[src/hw/rtl/sbcc_pkg.sv]
// Package for the sprite blitter with clipping and color key.
// Holds the item structs, the configuration struct and the register indexes.
// No dependencies; every other file imports it.
`timescale 1ns / 1ps

package sbcc_pkg;

    // Index of each configuration register on the write port.
    typedef enum logic [2:0] {
        REG_SPRITE_WIDTH  = 3'd0,
        REG_SPRITE_HEIGHT = 3'd1,
        REG_POS_X         = 3'd2,
        REG_POS_Y         = 3'd3,
        REG_FRAME_SELECT  = 3'd4,
        REG_KEY_COLOR     = 3'd5
    } t_reg_index;

    localparam int CFG_DATA_W  = 16;
    localparam int CFG_INDEX_W = 3;
    localparam int ADDR_W      = 13;
    localparam int COLOR_W     = 16;
    localparam int COUNT_W     = 8;
    localparam int POS_W       = 9;

    // Reset values of the configuration registers.
    localparam logic [COUNT_W-1:0] RST_SPRITE_WIDTH  = 8'd8;
    localparam logic [COUNT_W-1:0] RST_SPRITE_HEIGHT = 8'd8;

    // One sheet pixel as it enters the block.
    typedef struct packed {
        logic [COLOR_W-1:0] pixel;
        logic               sheet_start;
    } t_in_item;

    // One framebuffer write as it leaves the block.
    typedef struct packed {
        logic [ADDR_W-1:0]  dest_addr;
        logic [COLOR_W-1:0] color;
    } t_out_item;

    // Configuration registers; pos_x and pos_y are two's complement.
    typedef struct packed {
        logic [COUNT_W-1:0] sprite_width;
        logic [COUNT_W-1:0] sprite_height;
        logic [POS_W-1:0]   pos_x;
        logic [POS_W-1:0]   pos_y;
        logic [COUNT_W-1:0] frame_select;
        logic [COLOR_W-1:0] key_color;
    } t_cfg;

    // Result of the per-pixel test: write or not, and the clipped screen spot.
    typedef struct packed {
        logic             hit;
        logic [POS_W-1:0] sx;
        logic [POS_W-1:0] sy;
    } t_hit;

endpackage

[src/hw/rtl/sbcc_track.sv]
// Column, row and frame tracking plus the per-pixel write test.
// Depends on sbcc_pkg for the item, configuration and test-result structs.
`timescale 1ns / 1ps

module sbcc_track
    import sbcc_pkg::*;
#(
    parameter int SCREEN_WIDTH  = 80,
    parameter int SCREEN_HEIGHT = 64
) (
    input  logic     i_clk,
    input  logic     i_rst_n,
    input  logic     i_adv,
    input  t_in_item i_item,
    input  t_cfg     i_cfg,
    output t_hit     o_hit
);

    localparam int CMP_W = 11;

    logic [COUNT_W-1:0] r_col, r_row, r_frame;
    logic [COUNT_W-1:0] n_col, n_row, n_frame;
    logic [COUNT_W-1:0] col_eff, row_eff, frame_eff;
    logic [COUNT_W-1:0] col_inc, row_inc;
    logic [COUNT_W-1:0] width_eff, height_eff;
    logic [POS_W:0]     sx, sy;
    logic               on_frame, on_screen, opaque;

    // A sheet start puts this pixel at column 0, row 0, frame 0.
    assign col_eff   = i_item.sheet_start ? '0 : r_col;
    assign row_eff   = i_item.sheet_start ? '0 : r_row;
    assign frame_eff = i_item.sheet_start ? '0 : r_frame;

    // Screen position, 10-bit two's complement; range is -256 to 510.
    assign sx = {i_cfg.pos_x[POS_W-1], i_cfg.pos_x} + {2'b00, col_eff};
    assign sy = {i_cfg.pos_y[POS_W-1], i_cfg.pos_y} + {2'b00, row_eff};

    // Write test: right frame, inside the screen, not the key color.
    assign on_frame  = (frame_eff == i_cfg.frame_select);
    assign on_screen = !sx[POS_W] && !sy[POS_W]
                    && ({2'b00, sx[POS_W-1:0]} < CMP_W'(SCREEN_WIDTH))
                    && ({2'b00, sy[POS_W-1:0]} < CMP_W'(SCREEN_HEIGHT));
    assign opaque    = (i_cfg.key_color == '0) || (i_item.pixel != i_cfg.key_color);

    assign o_hit.hit = on_frame && on_screen && opaque;
    assign o_hit.sx  = sx[POS_W-1:0];
    assign o_hit.sy  = sy[POS_W-1:0];

    // Next position: a zero size acts as one, a count past the size wraps.
    assign width_eff  = (i_cfg.sprite_width  == '0) ? COUNT_W'(1) : i_cfg.sprite_width;
    assign height_eff = (i_cfg.sprite_height == '0) ? COUNT_W'(1) : i_cfg.sprite_height;
    assign col_inc    = col_eff + COUNT_W'(1);
    assign row_inc    = row_eff + COUNT_W'(1);

    always_comb begin
        n_col   = col_inc;
        n_row   = row_eff;
        n_frame = frame_eff;
        if (col_inc == '0 || col_inc >= width_eff) begin
            n_col = '0;
            n_row = row_inc;
            if (row_inc == '0 || row_inc >= height_eff) begin
                n_row   = '0;
                n_frame = frame_eff + COUNT_W'(1);
            end
        end
    end

    // Position counters advance once per accepted item.
    always_ff @(posedge i_clk) begin
        if (!i_rst_n) begin
            r_col   <= '0;
            r_row   <= '0;
            r_frame <= '0;
        end else if (i_adv) begin
            r_col   <= n_col;
            r_row   <= n_row;
            r_frame <= n_frame;
        end
    end

endmodule

[src/hw/rtl/sprite_blit_clip_colorkey.sv]
// Top level of the sprite blitter with clipping and color key.
// Depends on sbcc_pkg and sbcc_track.
//
//   channel   direction   handshake                    payload
//   in        input       i_in_valid / o_in_ready      i_in_item  (t_in_item)
//   out       output      o_out_valid / i_out_ready    o_out_item (t_out_item)
//   cfg       input       i_cfg_wr_en                  i_cfg_index, i_cfg_data
//
// One item is accepted per cycle when the output side keeps up.
// A drawn pixel goes from the test register through the address multiply into
// the output register, which drives o_out_item.
// Skipped pixels cause no result and hold no pipeline slot.
// Reset is synchronous; it resets the counters and configuration registers and clears all valids.
// A stalled output backs up into the test register before o_in_ready drops.
`timescale 1ns / 1ps

module sprite_blit_clip_colorkey
    import sbcc_pkg::*;
#(
    parameter int SCREEN_WIDTH  = 80,
    parameter int SCREEN_HEIGHT = 64
) (
    input  logic                   i_clk,
    input  logic                   i_rst_n,
    input  logic                   i_in_valid,
    output logic                   o_in_ready,
    input  t_in_item               i_in_item,
    output logic                   o_out_valid,
    input  logic                   i_out_ready,
    output t_out_item              o_out_item,
    input  logic                   i_cfg_wr_en,
    input  logic [CFG_INDEX_W-1:0] i_cfg_index,
    input  logic [CFG_DATA_W-1:0]  i_cfg_data
);

    localparam bit ADDR_FITS = (SCREEN_WIDTH * SCREEN_HEIGHT) <= (2 ** ADDR_W);

    t_cfg               r_cfg;
    t_hit               hit;
    logic               in_accept;
    logic               s1_ready, out_ready;
    logic               r_s1_valid;
    logic [POS_W-1:0]   r_s1_sx, r_s1_sy;
    logic [COLOR_W-1:0] r_s1_color;
    logic [ADDR_W-1:0]  row_base, addr;
    logic               r_out_valid;
    t_out_item          r_out_item;

    // Configuration registers; indexes past the list are ignored.
    always_ff @(posedge i_clk) begin
        if (!i_rst_n) begin
            r_cfg.sprite_width  <= RST_SPRITE_WIDTH;
            r_cfg.sprite_height <= RST_SPRITE_HEIGHT;
            r_cfg.pos_x         <= '0;
            r_cfg.pos_y         <= '0;
            r_cfg.frame_select  <= '0;
            r_cfg.key_color     <= '0;
        end else if (i_cfg_wr_en) begin
            unique case (i_cfg_index)
                REG_SPRITE_WIDTH:  r_cfg.sprite_width  <= i_cfg_data[COUNT_W-1:0];
                REG_SPRITE_HEIGHT: r_cfg.sprite_height <= i_cfg_data[COUNT_W-1:0];
                REG_POS_X:         r_cfg.pos_x         <= i_cfg_data[POS_W-1:0];
                REG_POS_Y:         r_cfg.pos_y         <= i_cfg_data[POS_W-1:0];
                REG_FRAME_SELECT:  r_cfg.frame_select  <= i_cfg_data[COUNT_W-1:0];
                REG_KEY_COLOR:     r_cfg.key_color     <= i_cfg_data[COLOR_W-1:0];
                default: ;
            endcase
        end
    end

    // Flow control: each stage loads when it is empty or its item moves on.
    assign out_ready  = !r_out_valid || i_out_ready;
    assign s1_ready   = !r_s1_valid || out_ready;
    assign o_in_ready = s1_ready;
    assign in_accept  = i_in_valid && s1_ready;

    sbcc_track #(
        .SCREEN_WIDTH  (SCREEN_WIDTH),
        .SCREEN_HEIGHT (SCREEN_HEIGHT)
    ) u_track (
        .i_clk   (i_clk),
        .i_rst_n (i_rst_n),
        .i_adv   (in_accept),
        .i_item  (i_in_item),
        .i_cfg   (r_cfg),
        .o_hit   (hit)
    );

    // Test register: only pixels that are drawn take a slot.
    always_ff @(posedge i_clk) begin
        if (!i_rst_n) begin
            r_s1_valid <= 1'b0;
        end else if (s1_ready) begin
            r_s1_valid <= i_in_valid && hit.hit;
        end
    end

    always_ff @(posedge i_clk) begin
        if (s1_ready) begin
            r_s1_sx    <= hit.sx;
            r_s1_sy    <= hit.sy;
            r_s1_color <= i_in_item.pixel;
        end
    end

    // Linear address, row times screen width plus column, modulo 2^13.
    assign row_base = {{(ADDR_W-POS_W){1'b0}}, r_s1_sy} * ADDR_W'(SCREEN_WIDTH);
    assign addr     = row_base + {{(ADDR_W-POS_W){1'b0}}, r_s1_sx};

    // Output register.
    always_ff @(posedge i_clk) begin
        if (!i_rst_n) begin
            r_out_valid <= 1'b0;
        end else if (out_ready) begin
            r_out_valid <= r_s1_valid;
        end
    end

    always_ff @(posedge i_clk) begin
        if (out_ready) begin
            r_out_item.dest_addr <= addr;
            r_out_item.color     <= r_s1_color;
        end
    end

    assign o_out_valid = r_out_valid;
    assign o_out_item  = r_out_item;

    // A result never carries the key color while a key is set.
    a_key_dropped: assert property (@(posedge i_clk) disable iff (!i_rst_n)
        (o_out_valid && r_cfg.key_color != '0) |-> (o_out_item.color != r_cfg.key_color))
        else $error("key-colored pixel reached the output");

    // When the screen fits the address space, every address lies on it.
    a_addr_on_screen: assert property (@(posedge i_clk) disable iff (!i_rst_n)
        (o_out_valid && ADDR_FITS)
            |-> (int'(o_out_item.dest_addr) < SCREEN_WIDTH * SCREEN_HEIGHT))
        else $error("framebuffer address outside the screen");

    // A held test-register item is not lost while the output stalls.
    a_s1_held: assert property (@(posedge i_clk) disable iff (!i_rst_n)
        (r_s1_valid && !out_ready) |=> (r_s1_valid && $stable(r_s1_sx) && $stable(r_s1_sy)))
        else $error("stalled item dropped from the test register");

    // Input is refused only when both stages are full and the output stalls.
    a_ready_rule: assert property (@(posedge i_clk) disable iff (!i_rst_n)
        !o_in_ready |-> (r_s1_valid && r_out_valid && !i_out_ready))
        else $error("input refused with room in the pipeline");

    // Reset leaves no result pending.
    a_reset_empty: assert property (@(posedge i_clk)
        !i_rst_n |=> !o_out_valid)
        else $error("result valid right after reset");

endmodule
[config.mk]
export PLATFORM = sky130hd
export DESIGN_NAME = sprite_blit_clip_colorkey
export DESIGN_NICKNAME = d
export VERILOG_FILES = /design/src/hw/rtl/sbcc_pkg.sv /design/src/hw/rtl/sbcc_track.sv /design/src/hw/rtl/sprite_blit_clip_colorkey.sv
export SDC_FILE = /design/constraint.sdc
export NUM_CORES = 1
export LEC_CHECK = 0
export BUFFER_PORTS_ARGS = -buffer_cell sky130_fd_sc_hd__buf_2
export CAP_MARGIN = 30
export CORE_MARGIN = 2
export CORE_UTILIZATION = 65
export CTS_CLUSTER_SIZE = 14
export DETAILED_ROUTE_END_ITERATION = 10
export PLACE_DENSITY_LB_ADDON = 0.1
export SYNTH_ARGS = -nofsm -noshare
export SYNTH_HDL_FRONTEND = slang
export SYNTH_HIERARCHICAL = 1
export SYNTH_SLANG_ARGS = --single-unit
[constraint.sdc]
create_clock -name i_clk -period 8.5 [get_ports i_clk]
set_clock_uncertainty 0.15 [all_clocks]
set_input_delay 1.7 -clock i_clk [delete_from_list [all_inputs] [get_ports i_clk]]
set_output_delay 1.7 -clock i_clk [all_outputs]
set_load 0.01 [all_outputs]
* After elaboration in Yosys (flattened, before gate mapping) *
Index checks and enable logic that the tools add are counted.

word-level totals
  output and inout port bits = 31
  input bits = 41
  flip-flop bits (word level) = 147

operators by class
  reductions and logical operators = 28
  multiplexer cells = 10
  magnitude comparators = 4
  $mul = 1
  eq/ne operators = 7
  add/subtract/negate cells = 6

operator list
  operator                                                              number
  8-bit two-way mux                                                     10
  8-bit logical NOT                                                     4
  8-bit by 1-bit adder with 8-bit output, second input constant         3
  9-bit by 9-bit adder with 10-bit output                               2
  9-bit by 7-bit < comparator with 1-bit output, second input constant  2
  8-bit >= comparator                                                   2
  16-bit logical NOT                                                    1
  16-bit != test                                                        1
  13-bit by 9-bit adder with 13-bit output                              1
  2-bit AND reduction                                                   6
  9-bit by 3-bit multiplier with 9-bit output, second input constant    1
  8-bit == test                                                         1
  1-bit logical AND                                                     7
  3-bit by 2-bit == test with 1-bit output, second input constant       2
  3-bit == test, second input constant                                  2
  1-bit logical OR                                                      5
  1-bit logical NOT                                                     4
  3-bit by 1-bit == test with 1-bit output, second input constant       1
  3-bit logical NOT                                                     1

* Depth between registers and ports, before layout *
Gate-level depths: netlist of run 1.

  word-level depth = 9
  depth in mapped cells = 18
  mapped depth without buffers = 15

* Hierarchy *
The synthesis of run 1 kept the hierarchy.

modules (own cells, without submodules)
  module                     area an instance (um2)  instances  cells each  seq. area each (um2)
  sprite_blit_clip_colorkey  4636.9                  1          385         3093.0
  sbcc_track                 3184.3                  1          430         480.5

* Worst setup path after synthesis of run 1 *
No wires, ideal clock.

  path type = input port to flip-flop
  start = in i_in_item[0] in the netlist's numbering
  end = reg u_track.r_frame[2]
  stages on the path = 16
  arrival = 4843 ps
  setup time = 120 ps
  path slack = 3387 ps
  data required time = 8230 ps
  cells stage by stage = buf_2 > buf_1 > clkbuf_1 > buf_1 > nor2_1 > ha_1 > and2_1 > nand2_1 > xnor2_1 > ha_1 > nand4_1 > o31a_1 > a21oi_2 > buf_6 > a21oi_1 > o31a_1

between the ends
  word-level cells in the longest chain between the ends = 6
  elaborated cells on any way between the ends = 14
  those cells by class = add/sub (3); order compare (2); mux (5); reduce/logical (4)

ends and longest elaborated chain
  item                                                      line                             RTL
  from (decl)                                               sprite_blit_clip_colorkey.sv:27  input t_in_item i_in_item,
  8-bit two-way mux                                         sbcc_track.sv:31                 assign row_eff = i_item.sheet_start ? '0 : r_row;
  8-bit by 1-bit adder with 8-bit output                    sbcc_track.sv:53                 assign row_inc = row_eff + COUNT_W'(1);
  8-bit >= comparator or 8-bit logical NOT (tied branches)  sbcc_track.sv:62                 if (row_inc == '0 || row_inc >= height_eff) begin
  1-bit logical OR                                          sbcc_track.sv:62
  8-bit two-way mux                                         sbcc_track.sv:62
  8-bit two-way mux (*)                                     sbcc_track.sv:59                 if (col_inc == '0 || col_inc >= width_eff) begin
  to (signal assigned)                                      sbcc_track.sv:78                 r_frame <= n_frame;
  to (decl)                                                 sbcc_track.sv:21                 logic [COUNT_W-1:0] r_col, r_row, r_frame;

Mark *: on every way between the ends. The rest lies on a longest branch, timed or not.
A chain may end at the register's enable or synchronous reset.

* Worst setup path in the final report of run 1 *
Same ends and word-level chain as after synthesis.

==> out/metrics.cfg, run 1 <==
[run_status]
status=complete, no violations

[floorplanning]
fp.coreArea_um2=11900
die_h_um=114
rows=40
io_pins=72
die_x_um=114
start_util=0.659
die_area_um2=12900

[place]
place_area_um2=8220
hpwl_um=13300
port_buffers=71
pre_cts_ws_ns=2.68
gp_congestion=0.915

[timing]
fin_crit_ns=5.46
holdWs_ns=0.267
fin_ws_ns=3.04
slew_headroom=0.439
fin_setup_tns_ns=0
fmax_mhz=183
rsz0062_at_grt=false
slew_violations=0
timing_hold_violations_final=0
tightest_slew_ns=0.842
min_period_over_period=0.642
setup_viol=0

[synthesis]
ys.flop_type=dfxtp_1
syn_area_per_cell_um2=9.60
synth_cells=815
yosysSeqAreaShare=0.457
synth_area_um2=7820
synth_edf_count=63
syn_nets=908
synth_cell_types=71
synth_seq_cells=147
yosys_warnings=6
async_flop_share=0

[worst_setup_path]
path_class=in -> reg
cpPeakStageDelay_ns=0.72
path_max_fanout=40
crit_arrival_ns=5.61
start_kind=input pin
r2r_slack_ns=4.34
path_common_cell=ha_1
required_ns=8.66
worstPathCellList=buf_2 > nor2b_1 > ha_1 > and3_1 > xnor2_1 > nor2_1 > ha_1 > a21o_1 > a21oi_1 > o21ai_0 > a221oi_2 > a21oi_2 > and4_1 > o31a_1
worst_path_max_delay_cell=a221oi_2
end_kind=register

[clocking]
cts_buffer_depth=2
clock-sinks=147
post_cts_buffers=0
cts-resized-gates=0
cts_max_level=4
cts_root_buf=clkbuf_16
cts_tree=built
cts_hold_buf=0
cts_buffers=17
clkLatencyLatePin_ns=0.42
cts.clk_slew.worst_paths_ns=0.06

[finish]
post-route-util=0.747
syn_to_final_growth_pct=13.3
multi_input_area_um2=3960
final_area_um2=8860
diodes=0
drive_gt1_frac=0.131
fillCellCount=845
nNetsFinal=971
ff_latch_area_um2=3570

[drt]
ant_nets=0
via_per_inst=6.02
first_pass_iters=6
vias=6244
drt_iter0_drc=512
drc=0
routed_wl_um=18800
wl_per_cell_um=18.1

[global_route]
track_usage=0.306
grt_max_degree=70
grt_pass1_vias=6218
grt-ovfl-total=0
antenna_found_initial=0
grt_pass1_wl_um=30700

[pwr]
pwr_density_cell_nw_per_um2=188
irDropWorstVdd_uv=110
cellLeakagePower_nw=3.75

[job]
maxCapViolations=0

[hold_path]
holdCritPathClass=reg -> reg

[final cells by class]
class,instances,share of cell area
Clock inverter,14,0.0200
Inverter,36,0.0152
Clock buffer,18,0.0484
Sequential cell,147,0.403
Multi-Input combinational cell,601,0.447
Tap cell,147,0.0207
Timing Repair Buffer,75,0.0457
[cells by family after synthesis]
kind of cell	synth area share
xor+xnor	0.0688
compound gates	0.165
fa+ha+maj	0.0861
mux	0.00256
buf+inv	0.0368
flops	0.457
simple gates	0.183
[critical path, delay by kind of cell]
kind / cells / cell delay, ns
AOI/OAI and AO/OA: 6 / 1.69
and+or+nand+nor: 4 / 0.83
xor gates and xnor gates: 1 / 0.17
adders and majority gates: 2 / 0.65
buffers and inverters: 1 / 0.55
[power breakdown]
group	switching, W	internal [W]	leakage (nW)
combinational	0.0000716	0.0000480	2.07
clock	0.000298	0.000466	0.291
sequential	0.0000139	0.000765	1.39
total	0.000383	0.00128	3.75
[final timing paths]
| path | start | to | cells after the start |
|---|---|---|---|
| worst max-delay path | i_in_item[0] | u_track/r_frame[2]$_SDFFE_PN0P_ | 14 |
| worst min-delay path | r_s1_color[12]$_DFFE_PN_ | o_out_item[12]$_DFFE_PP_ | 0 |
| worst max register to register | u_track/r_col[1]$_SDFFE_PN0P_ | u_track/r_frame[2]$_SDFFE_PN0P_ | 13 |
| worst min register to register | r_s1_color[12]$_DFFE_PN_ | o_out_item[12]$_DFFE_PP_ | 0 |
[cell usage after synthesis, types with 17 or more instances]
| library cell | number | share of area |
|---|---|---|
| nand3_1 | 24 | 0.015 |
| ha_1 | 49 | 0.078 |
| inv_1 | 34 | 0.016 |
| nor2_1 | 36 | 0.017 |
| edfxtp_1 | 63 | 0.24 |
| a21oi_1 | 36 | 0.023 |
| xnor2_1 | 37 | 0.041 |
| nor2b_1 | 20 | 0.016 |
| a21boi_1 | 56 | 0.054 |
| o21ai_0 | 17 | 0.011 |
| dfxtp_1 | 84 | 0.22 |
| nand2_1 | 150 | 0.072 |
| xor2_1 | 20 | 0.022 |
[metrics by stage]
stage | instances | total power (W)
floorplan | 815 | 0.000863
global placement | 1004 | 0.000905
detailed placement | 1004 | 0.000910
CTS | 1036 | 0.00167
global route | 1038 | 0.00172
finish | 1038 | 0.00166
[routing by layer]
metal | vias up | part of all wire | GRT usage
met4 | 0 | 0.038 | 0.153
li1 | 3026 | - | -
met2 | 216 | 0.51 | 0.540
met3 | 49 | 0.046 | 0.0537
met5 | - | 0 | 0
met1 | 2953 | 0.41 | 0.361
[cells in the final DEF, fill, tap and decap left out, drive strengths merged, types with 4 or more instances in the layout]
cell,synthesis,layout
nor2b,21,21
a31oi,12,12
and3,7,7
a21oi,38,38
nand4,13,13
dfxtp,84,84
a41o,4,4
nor3,5,5
and2,9,9
clkbuf,16,18
nor4,11,11
ha,49,49
clkinv,2,7
o31a,4,4
nand3,24,24
o22ai,4,4
nand2,150,150
inv,34,38
o21a,5,5
edfxtp,63,63
o21ai,24,24
xnor2,37,37
xor2,21,21
nor2,37,37
a21boi,57,57
nand2b,5,5
o32ai,4,4
a21o,14,14
buf,15,75
[registers in the layout, indices dropped and copies added (netlist names)]
register         flops
r_cfg               58
o_out_item          29
r_s1_color          16
r_s1_sx              9
r_s1_sy              9
u_track/r_col        8
u_track/r_frame      8
u_track/r_row        8
o_out_valid          1
r_s1_valid           1
(Power assumes the default switching activity.)
==> inputs of run 2 (changes only) <==
--- a/config.mk
+++ b/config.mk
@@ -8,7 +8,7 @@
 export BUFFER_PORTS_ARGS = -buffer_cell sky130_fd_sc_hd__buf_2
 export CAP_MARGIN = 30
 export CORE_MARGIN = 2
-export CORE_UTILIZATION = 65
+export CORE_UTILIZATION = 54
 export CTS_CLUSTER_SIZE = 14
 export DETAILED_ROUTE_END_ITERATION = 10
 export PLACE_DENSITY_LB_ADDON = 0.1
==> constraint.sdc (replaced) <==
create_clock -name i_clk -period 4.75 [get_ports i_clk]
set_clock_uncertainty 0.15 [all_clocks]
set_input_delay 0.95 -clock i_clk [delete_from_list [all_inputs] [get_ports i_clk]]
set_output_delay 0.95 -clock i_clk [all_outputs]
set_load 0.01 [all_outputs]
==> run 2 against run 1 <==
  * Non-clock buffer count up 6
  * Design area grew 0.32%
  * Utilization shrank 11 points
  * First-iteration DRC count down 24%
  * Clock-buffer cell count increased by 2
  * Worst hold slack better by 0.0023 ns
  * Routed wire length rose by 0.77%
  * Die area grew 20%
  * Sequential share of layout area shrank 0.13 points
  * Global-route usage shrank 5.8 points
  * Critical path type unchanged
  * Largest cell class unchanged
  * Largest power group unchanged
  * Highest routed layer unchanged
==> out/metrics.cfg, run 2 (synthesized netlist as in run 1, its figures left out) <==
[floorplanning]
die_area_um2=15500
rows=43
fp.coreArea_um2=14000
die_x_um=124
start_util=0.559
io_pins=72
die_h_um=124

[drt]
vias=6257
via_per_inst=5.81
met3_length_um=802
wl_met2_um=9510
wl_met1_um=8100
routed.top_layer=met4
ant_nets=0
wl_per_cell_um=17.6
first_pass_iters=5
drt_iter0_drc=387
drc=0
routed_wl_um=19000

[timing]
fin_crit_ns=3.97
tightest_slew_ns=0.989
slew_headroom=0.339
slew_violations=0
fin_setup_tns_ns=0
holdWs_ns=0.270
timing_hold_violations_final=0
min_period_over_period=0.836
setup_viol=0
rsz0062_at_grt=false
fmax_mhz=252

[worst_setup_path]
cp_num_buf_inv=3
path_common_cell=o31a_1
cp_top_family=compound AO/OA/AOI/OAI gates
required_ns=4.91
cpPeakStageDelay_ns=0.56
path_class=in -> reg
crit_arrival_ns=4.13
r2r_start=u_track/r_col[1]$_SDFFE_PN0P_
start_kind=input pin
timing.rr.end=u_track/r_frame[3]$_SDFFE_PN0P_
worstPathCellList=buf_2 > buf_4 > and4b_1 > and4_1 > o21ai_2 > inv_1 > ha_1 > nand4_1 > o31a_1 > a21oi_2 > a311oi_1 > o31a_1
path_max_fanout=19
worst_path_max_delay_cell=a21oi_2
end_kind=register
r2r_cells=12
r2r_slack_ns=1.10

[global_route]
grt-ovfl-total=0
grt_pass1_vias=6152
antenna_found_initial=0
track_usage=0.248
grt_max_degree=69
grt_pass1_wl_um=30700

[finish]
drive_gt1_frac=0.138
fillCellCount=1178
largest_reg_flops=58
top_register=r_cfg
final_cell_mix=150 x nand2_1, 84 x dfxtp_1, 71 x buf_2, 63 x edfxtp_1, 56 x a21boi_1
final_common_cell=nand2_1
ff_latch_area_um2=3570
diodes=0
syn_to_final_growth_pct=13.7
nNetsFinal=977
multi_input_area_um2=3960

[clocking]
cts_root_buf=clkbuf_16
cts_hold_buf=0
cts-resized-gates=0
cts_tree=built
cts.clk_slew.worst_paths_ns=0.06
cts_buffers=17
clock-sinks=147
clkLatencyLatePin_ns=0.42
cts_buffer_depth=2
cts_max_level=4
post_cts_buffers=0

[place]
gp_congestion=0.954
port_buffers=71
hpwl_um=14200

[hold_path]
hp-start=r_s1_sx[0]$_DFFE_PN_
min_to=o_out_item[16]$_DFFE_PP_
worstHoldPathCells=0
holdCritPathClass=reg -> reg

[run_status]
status=complete, no violations

[job]
maxCapViolations=0

[pwr]
cellLeakagePower_nw=3.76
total_power_w=0.00288
pwr_density_cell_nw_per_um2=323
irDropWorstVdd_uv=213

-- run 2: cell types whose count changed in the layout (fill, tap and decap cells not counted), sizes merged --
cell | previous run | this run
clkinvlp | 2 | 0
inv | 38 | 39
bufinv | 3 | 0
clkbuf | 18 | 20
buf | 75 | 81
clkinv | 7 | 9
-- run 2: how the worst max path moves through the flow --
| stage | end | depth (start not counted) | slack, ns | startpoint |
|---|---|---|---|---|
| after detailed placement | u_track/r_frame[3]$_SDFFE_PN0P_ | 12 | 0.40 | i_in_item[0] |
| after global routing | u_track/r_frame[3]$_SDFFE_PN0P_ | 12 | 0.61 | i_in_item[0] |
| final | u_track/r_frame[3]$_SDFFE_PN0P_ | 12 | 0.78 | i_in_item[0] |
| after floorplan | u_track/r_frame[2]$_SDFFE_PN0P_ | 16 | 0.39 | i_in_item[0] |
| after global placement | u_track/r_frame[3]$_SDFFE_PN0P_ | 12 | 0.51 | i_in_item[0] |
| after CTS | u_track/r_frame[3]$_SDFFE_PN0P_ | 12 | 0.85 | i_in_item[0] |
-- run 2: final cells by class --
class,count,area share
Multi-Input combinational cell,601,0.445
Sequential cell,147,0.402
Clock buffer,20,0.0526
Timing Repair Buffer,81,0.0492
Tap cell,180,0.0253
Inverter,36,0.0152
Clock inverter,12,0.0106
-- run 2: report_power, final --
| part | switching (W) | internal [W] | total, W |
|---|---|---|---|
| combinational | 0.000129 | 0.0000878 | 0.000217 |
| sequential | 0.0000260 | 0.00137 | 0.00140 |
| clock | 0.000542 | 0.000722 | 0.00126 |
-- run 2: through the flow --
stage               cell area [um^2]   util  setup WS, ns  std cells
finish                          8890  0.636         0.779       1077
detailed placement              8330  0.596         0.404       1045
global placement                8320  0.595         0.513       1044
CTS                             8890  0.636         0.845       1077
floorplan                       7820      -         0.387        815
global route                    8890  0.636         0.610       1077
-- run 2: per-layer routing --
| layer | track usage | vias to the layer above |
|---|---|---|
| li1 | - | 3047 |
| met1 | 0.299 | 2975 |
| met2 | 0.437 | 186 |
| met3 | 0.0524 | 49 |
| met4 | 0.0919 | 0 |
| met5 | 0 | - |
==> inputs of run 3 (changes only) <==
--- a/config.mk
+++ b/config.mk
@@ -5,6 +5,7 @@
 export SDC_FILE = /design/constraint.sdc
 export NUM_CORES = 1
 export LEC_CHECK = 0
+export ABC_AREA = 1
 export BUFFER_PORTS_ARGS = -buffer_cell sky130_fd_sc_hd__buf_2
 export CAP_MARGIN = 30
 export CORE_MARGIN = 2
==> constraint.sdc (replaced) <==
create_clock -name i_clk -period 3.4 [get_ports i_clk]
set_clock_uncertainty 0.15 [all_clocks]
set_input_delay 0.68 -clock i_clk [delete_from_list [all_inputs] [get_ports i_clk]]
set_output_delay 0.68 -clock i_clk [all_outputs]
set_load 0.01 [all_outputs]
==> run 3 against run 2 <==
  * Global-route usage fell by 1.8 points
  * Utilization rose by 0.059 points
  * Synthesized cell count rose by 23%
  * Design area rose by 3.2%
  * Largest cell class unchanged
  * Clock power rose by 49%
  * Cell count rose by 20%
==> out/metrics.cfg, run 3 <==
[synthesis]
yosys_warnings=6
syn_nets=1094
synth_seq_cells=147
ys.flop_type=dfxtp_1
synth_edf_count=63
yosysMostFrequentCell=nand2_1
yosysTopAreaCell=edfxtp_1
ys_top_cells_by_area=edfxtp_1 24%, dfxtp_1 21%, nand2_1 10%
yosysSeqAreaShare=0.450
synth_commonest_cells=220 x nand2_1, 146 x nor2_1, 135 x inv_1
synth_top_area_frac=0.238
synth_cells=1001
async_flop_share=0
syn_area_per_cell_um2=7.93
synth_cell_types=39
synth_area_um2=7940

[worst_setup_path]
path_class=in -> reg
end_kind=register
crit_arrival_ns=3.15
timing.rr.end=u_track/r_row[0]$_SDFFE_PN0P_
r2r_slack_ns=0.51
required_ns=3.53
r2r_cells=20
path_max_fanout=22
start_kind=input pin
r2r_start=u_track/r_col[1]$_SDFFE_PN0P_

[finish]
largest_reg_flops=58
final_cell_mix=220 x nand2_1, 146 x nor2_1, 135 x inv_1, 84 x dfxtp_1, 72 x o21ai_0
diodes=0
drive_gt1_frac=0.140
nNetsFinal=1187
top_register=r_cfg
stdcell_count=1291
multi_input_area_um2=3720
ff_latch_area_um2=3570
final_common_cell=nand2_1
syn_to_final_growth_pct=15.7
fillCellCount=1284

[global_route]
grt_max_degree=63
track_usage=0.230
grt_pass1_vias=6041
grt-ovfl-total=0
grt_pass1_wl_um=29000
antenna_found_initial=0

[clocking]
cts_hold_buf=0
post_cts_buffers=0
cts_max_level=4
clkLatencyLatePin_ns=0.43
cts_root_buf=clkbuf_16
cts_buffers=17
cts_tree=built
cts.clk_slew.worst_paths_ns=0.06
clock-sinks=147
cts_buffer_depth=2
cts-resized-gates=0

[place]
port_buffers=71
gp_congestion=0.912
hpwl_um=12800
dp_cells=1259
pre_cts_ws_ns=-0.0187

[timing]
fmax_mhz=330
timing_hold_violations_final=0
setup_viol=0
rsz0062_at_grt=false
fin_crit_ns=3.03
fin_ws_ns=0.374
min_period_over_period=0.890
holdWs_ns=0.267
fin_setup_tns_ns=0
tightest_slew_ns=0.748
slew_violations=0
slew_headroom=0.501

[floorplanning]
fp.coreArea_um2=14400
die_h_um=125
die_area_um2=15700
start_util=0.550
io_pins=72
die_x_um=125
rows=44

[job]
maxCapViolations=0

[hold_path]
min_to=o_out_item[11]$_DFFE_PP_
worstHoldPathCells=0
holdCritPathClass=reg -> reg
hp-start=r_s1_color[11]$_DFFE_PN_

[drt]
wl_per_cell_um=13.5
vias=6617
routed_wl_um=17400
ant_nets=0
via_per_inst=5.13
drt_iter0_drc=418
first_pass_iters=5
drc=0

[pwr]
pwr_density_cell_nw_per_um2=471
total_power_w=0.00432
irDropWorstVdd_uv=290
cellLeakagePower_nw=4.46

[run_status]
status=complete, no violations

[run 3: area by class of cell]
class,instances,area share
clock inverters,15,0.0183
multi-input cells,694,0.405
well taps,184,0.0251
flip-flops and latches,147,0.389
repair buffers,94,0.0589
clock buffers,17,0.0463
inverters,140,0.0573
[run 3: per-stage QoR]
step | instance area (um^2) | utilization
global route | 9180 | 0.636
CTS | 9180 | 0.636
global placement | 8590 | 0.595
finish | 9180 | 0.636
floorplan | 7940 | -
detailed placement | 8590 | 0.595
[run 3: kinds of logic (layout without fill, tap and decap cells)]
group | Yosys count | count (layout) | synth area share
XOR/XNOR | 32 | 32 | 0.0353
buffers and inverters | 160 | 266 | 0.0825
AO/OA/AOI/OAI | 138 | 138 | 0.0924
adder cells (fa/ha/maj) | 52 | 52 | 0.0848
flip-flops | 147 | 147 | 0.450
AND/OR/NAND/NOR | 472 | 472 | 0.255
[run 3: per-layer routing]
layer,global-route usage,part of all wire,vias up
met3,0.0492,0.048,19
met4,0.0784,0.013,0
met5,0,0,-
met1,0.306,0.48,2990
li1,-,-,3453
met2,0.377,0.46,155
[run 3: where the power goes]
group / leakage [nW] / internal, W / switching, W
clock network: 0.288 / 0.00110 / 0.000777
registers: 1.39 / 0.00194 / 0.0000429
logic: 2.78 / 0.000178 / 0.000286
[run 3: worst max path at each step]
stage / start / to / slack [ns]
floorplan: i_in_item[0] / u_track/r_row[3]$_SDFFE_PN0P_ / 0.06
global placement: i_in_item[0] / u_track/r_frame[0]$_SDFFE_PN0P_ / 0.05
detailed placement: i_in_item[0] / u_track/r_row[0]$_SDFFE_PN0P_ / -0.02
CTS: i_in_item[0] / u_track/r_row[0]$_SDFFE_PN0P_ / 0.43
global route: i_in_item[0] / u_track/r_row[3]$_SDFFE_PN0P_ / 0.08
finish: i_in_item[0] / u_track/r_row[0]$_SDFFE_PN0P_ / 0.37
[run 3: critical path: stages]
cell	delay, ns
buf_2	0.11
inv_2	0.14
nand2_1	0.09
inv_1	0.08
ha_1	0.20
nand3_2	0.11
nor2_2	0.14
nand2_1	0.07
nand2_1	0.06
nand2_1	0.08
ha_1	0.32
nand2_1	0.07
nor2_1	0.04
nor3_1	0.13
nand2_1	0.07
nor2_1	0.15
nand2_2	0.11
buf_12	0.16
inv_1	0.11
nand2_1	0.07
nand3_1	0.09
a21oi_1	0.06
